`src/design/ptt_ram.sv`:
```
// Generic single-write, single-read RAM with registered read data.
// No dependencies.
module ptt_ram #(
  parameter int WIDTH = 65,
  parameter int DEPTH = 64
) (
  input  logic                     clk,
  input  logic                     wr_en,
  input  logic [$clog2(DEPTH)-1:0] wr_addr,
  input  logic [WIDTH-1:0]         wr_data,
  input  logic [$clog2(DEPTH)-1:0] rd_addr,
  output logic [WIDTH-1:0]         rd_data
);

  logic [WIDTH-1:0] mem [DEPTH];

  always_ff @(posedge clk) begin
    if (wr_en) begin
      mem[wr_addr] <= wr_data;
    end
    rd_data <= mem[rd_addr];
  end

endmodule

```
`config.mk`:
```
export PLATFORM = sky130hd
export DESIGN_NAME = ptt_ram
export DESIGN_NICKNAME = d
export VERILOG_FILES = /design/src/design/ptt_ram.sv
export SDC_FILE = /design/constraint.sdc
export NUM_CORES = 2
export LEC_CHECK = 0
export BUFFER_PORTS_ARGS = -buffer_cell sky130_fd_sc_hd__buf_4
export CORE_AREA = 2 2 517 519
export CTS_CLUSTER_SIZE = 8
export DETAILED_ROUTE_END_ITERATION = 8
export DIE_AREA = 0 0 519 521
export GPL_ROUTABILITY_DRIVEN = 0
export HOLD_SLACK_MARGIN = 0.15
export PLACE_DENSITY = 0.73
export RECOVER_POWER = 25
export SLEW_MARGIN = 5
export SYNTH_ARGS = -nofsm -noshare
export SYNTH_HDL_FRONTEND = slang
export SYNTH_MEMORY_MAX_BITS = 65536
export SYNTH_SLANG_ARGS = --single-unit
```
`constraint.sdc`:
```
create_clock -name clk -period 7.2 [get_ports clk]
set_clock_uncertainty 0.1 [all_clocks]
set_input_delay 0 -clock clk [delete_from_list [all_inputs] [get_ports clk]]
set_output_delay 0 -clock clk [all_outputs]
set_load 0.02 [all_outputs]
```
==> impl_metrics.ini <==
[yosys]
syn_inst = 6606
synth-simple-area-share_pct = 0.911
synth_top_family_by_area = multiplexers
ys_seq_area_share_pct = 79.7
synth_compound_area_share_pct = 2.72
ys_ff_latch = 4225
yosys-top-cells-area = edfxtp_1 79%, mux4_2 15%, a22oi_1 1.2%, dfxtp_1 0.82%, mux2i_1 0.65%
synth_fa_ha_area_share_pct = 0
syn_area_per_cell_um2 = 24.0
syn_nets = 6685
synthMuxAreaShare_pct = 15.4
synth_cell_type_count = 27
yosysTopAreaCell = edfxtp_1
synthXorXnorAreaFrac_pct = 0
synth_top_area_share_pct = 78.9
yosysWarnings = 0
syn_area_mm2 = 0.158

[timing]
tightest_slew_ns = 3.20
finalHoldViolCount = 0
slew_headroom_pct = -114
setup_slack_ns = 3.45
fin_crit_ns = 3.75
fin_crit_sh_pct = 52.1
slew_viol_final = 3276
setup-tns-final_ns = 0
rsz0062_at_grt = false
setup_violations = 0
max_freq_mhz = 266

[clock_network]
clk_pin_slew_ns = 0.05
cts_tree = done
root_buffer = clkbuf_16
clk-insertion-delay-late_ns = 1.05
cts_max_level = 6
cts-buffers-inserted = 598
cts_sinks = 4225
clockBufferDepth = 4
cts_setup_buffers = 0

[grt]
grt_remaining_overflow = 0
grt_max_degree = 119
grt_pass1_vias = 82597
grt_pass1_wl_mm = 635
grt.total_usage_pct = 33.8
antenna_found_initial = 11

[detailed_routing]
post_drt_wl_per_cell_um = 40.6
ant_nets = 0
drc = 0
num_vias = 80822
routed_wirelength_mm = 456
vias_per_cell = 7.18
first_pass_iters = 8
drtIter0Drc = 14255

[cells_and_area]
fill_cells = 15180
layout.nets = 7452
drive_gt1_share_pct = 27.4
syn_to_final_growth_pct = 16.0

[floorplanning]
pin_count = 144
dieWidth_um = 519
initial_core_util_pct = 59.9
rows = 189
fp.dieH_um = 521
core-area_mm2 = 0.264
dieArea_mm2 = 0.270

[critical_path]
crit_type = input pin to flip-flop
crit_path_start_kind = input pin
worstPathRequired_ns = 8.02
arrival_ns = 4.57
worst_path_max_delay_cell = nand3_2
path_max_fanout = 60
crit_chain = dlygate4sd3_1, buf_8, buf_4, nand3_2, o22ai_1, a211oi_1, o211a_1
end_kind = flip-flop
max_stage_delay_ns = 1.28

[job]
maxCapViolations = 51

[placement]
dp_slack_ns = 3.33
hpwl_mm = 223
numPortBuffers = 143

[pwr]
powerDensity_mw_per_mm2 = 305
power.leakage_nw = 57.8
ir_worst_vdd_uv = 267

[status]
outcome = finished, violations left
violations = capacitance limit, slew limit

[min_path]
worstHoldPathType = input pin to flip-flop
## final cells by class
| cell class | count | area [um2] | share of cell area, % |
|---|---|---|---|
| clock buffer | 872 | 16100 | 8.74 |
| multi-input combinational | 2004 | 30800 | 16.8 |
| sequential | 4225 | 126000 | 68.7 |
| tap | 3533 | 4420 | 2.41 |
| timing repair buffer | 544 | 4870 | 2.65 |
| antenna | 13 | 32.5 | 0.0177 |
| clock inverter | 58 | 1270 | 0.690 |
## where the power goes
group	total [mW]	internal [mW]	switching (mW)
sequential	27.5	27.3	0.157
clock	26.0	15.4	10.5
combinational	2.52	0.938	1.58
## repair_timing
item	4_1_cts	5_1_grt
gates resized for setup	0	0
endpoints found under the hold margin	4975	0
hold buffers	216	0
## cell families after synthesis
kind of cell	count (synthesis)
AO/OA/AOI/OAI	566
AND/OR/NAND/NOR	295
buffers and inverters	377
flip-flops	4225
multiplexers	1143
## cells in the final DEF, fill, tap and decap left out, types with 8 or more instances in the layout
cell type | synthesis | layout
clkinv_16 | 0 | 26
a211oi_1 | 65 | 65
dlygate4sd3_1 | 0 | 151
clkbuf_16 | 0 | 601
nand3b_1 | 25 | 25
inv_16 | 0 | 9
nor2_4 | 0 | 64
clkinv_8 | 0 | 14
buf_16 | 0 | 10
inv_6 | 0 | 8
diode_2 | 0 | 13
nand3_1 | 115 | 114
dfxtp_1 | 65 | 65
buf_4 | 37 | 248
clkbuf_4 | 0 | 32
mux4_2 | 1040 | 1040
mux2i_1 | 103 | 103
a22oi_1 | 260 | 260
buf_12 | 0 | 35
nor2_1 | 112 | 48
edfxtp_1 | 4160 | 4160
o211a_1 | 65 | 65
clkbuf_1 | 120 | 337
o221ai_1 | 46 | 46
o22ai_1 | 130 | 130
## per-layer routing
layer	up-vias	part of all wire, %	GRT usage [%]
met3	1231	13	7.98
met5	-	0.015	0
met1	42504	33	45.0
met4	10	5.5	16.2
met2	6839	48	53.8
li1	30238	-	-
## per-stage QoR
step	hold WS, ns	util, %	instances	area (um2)	power (mW)
after detailed placement	0.329	62.1	10089	164000	30.3
after global placement	0.316	62.1	10089	164000	30.2
after CTS	0.199	69.8	11235	185000	56.1
after global routing	0.242	69.4	11238	184000	57.2
after floorplan	-0.00113	-	6606	158000	29.1
final	0.248	69.5	11249	184000	56.0
## path summary, 6_finish.rpt
path	start	to	slack, ns	cells after the start
max	rd_addr[2]	rd_data[59]$_DFF_P_	3.45	7
min	wr_addr[2]	mem[52][46]$_DFFE_PP_	0.25	5
max reg2reg	mem[0][20]$_DFFE_PP_	rd_data[20]$_DFF_P_	4.93	5
min reg2reg	mem[38][47]$_DFFE_PP_	rd_data[47]$_DFF_P_	0.72	4
## critical path, delay by kind of cell
family,cells,cell delay [ns]
AND/OR/NAND/NOR,1,1.28
buffers and inverters,3,1.71
AO/OA/AOI/OAI,3,1.40
## registers in the layout, summed over array words and instances, names as in the netlist
register  cells
mem        4160
rd_data      65
## Yosys cell counts (all sizes together)
library cell	count
edfxtp	4160
mux4	1040
a22oi	260
buf	257
o22ai	130
clkbuf	120
nand3	115
nor2	112
mux2i	103
a211oi	65
dfxtp	65
o211a	65
o221ai	46
nand3b	25
nand2b	9
nor2b	9
nand2	8
or3b	4
and2	3
or3	3
nand4	2
nor3	2
or2	2
nand4b	1
Note: power is estimated with default switching activity, not from simulation.
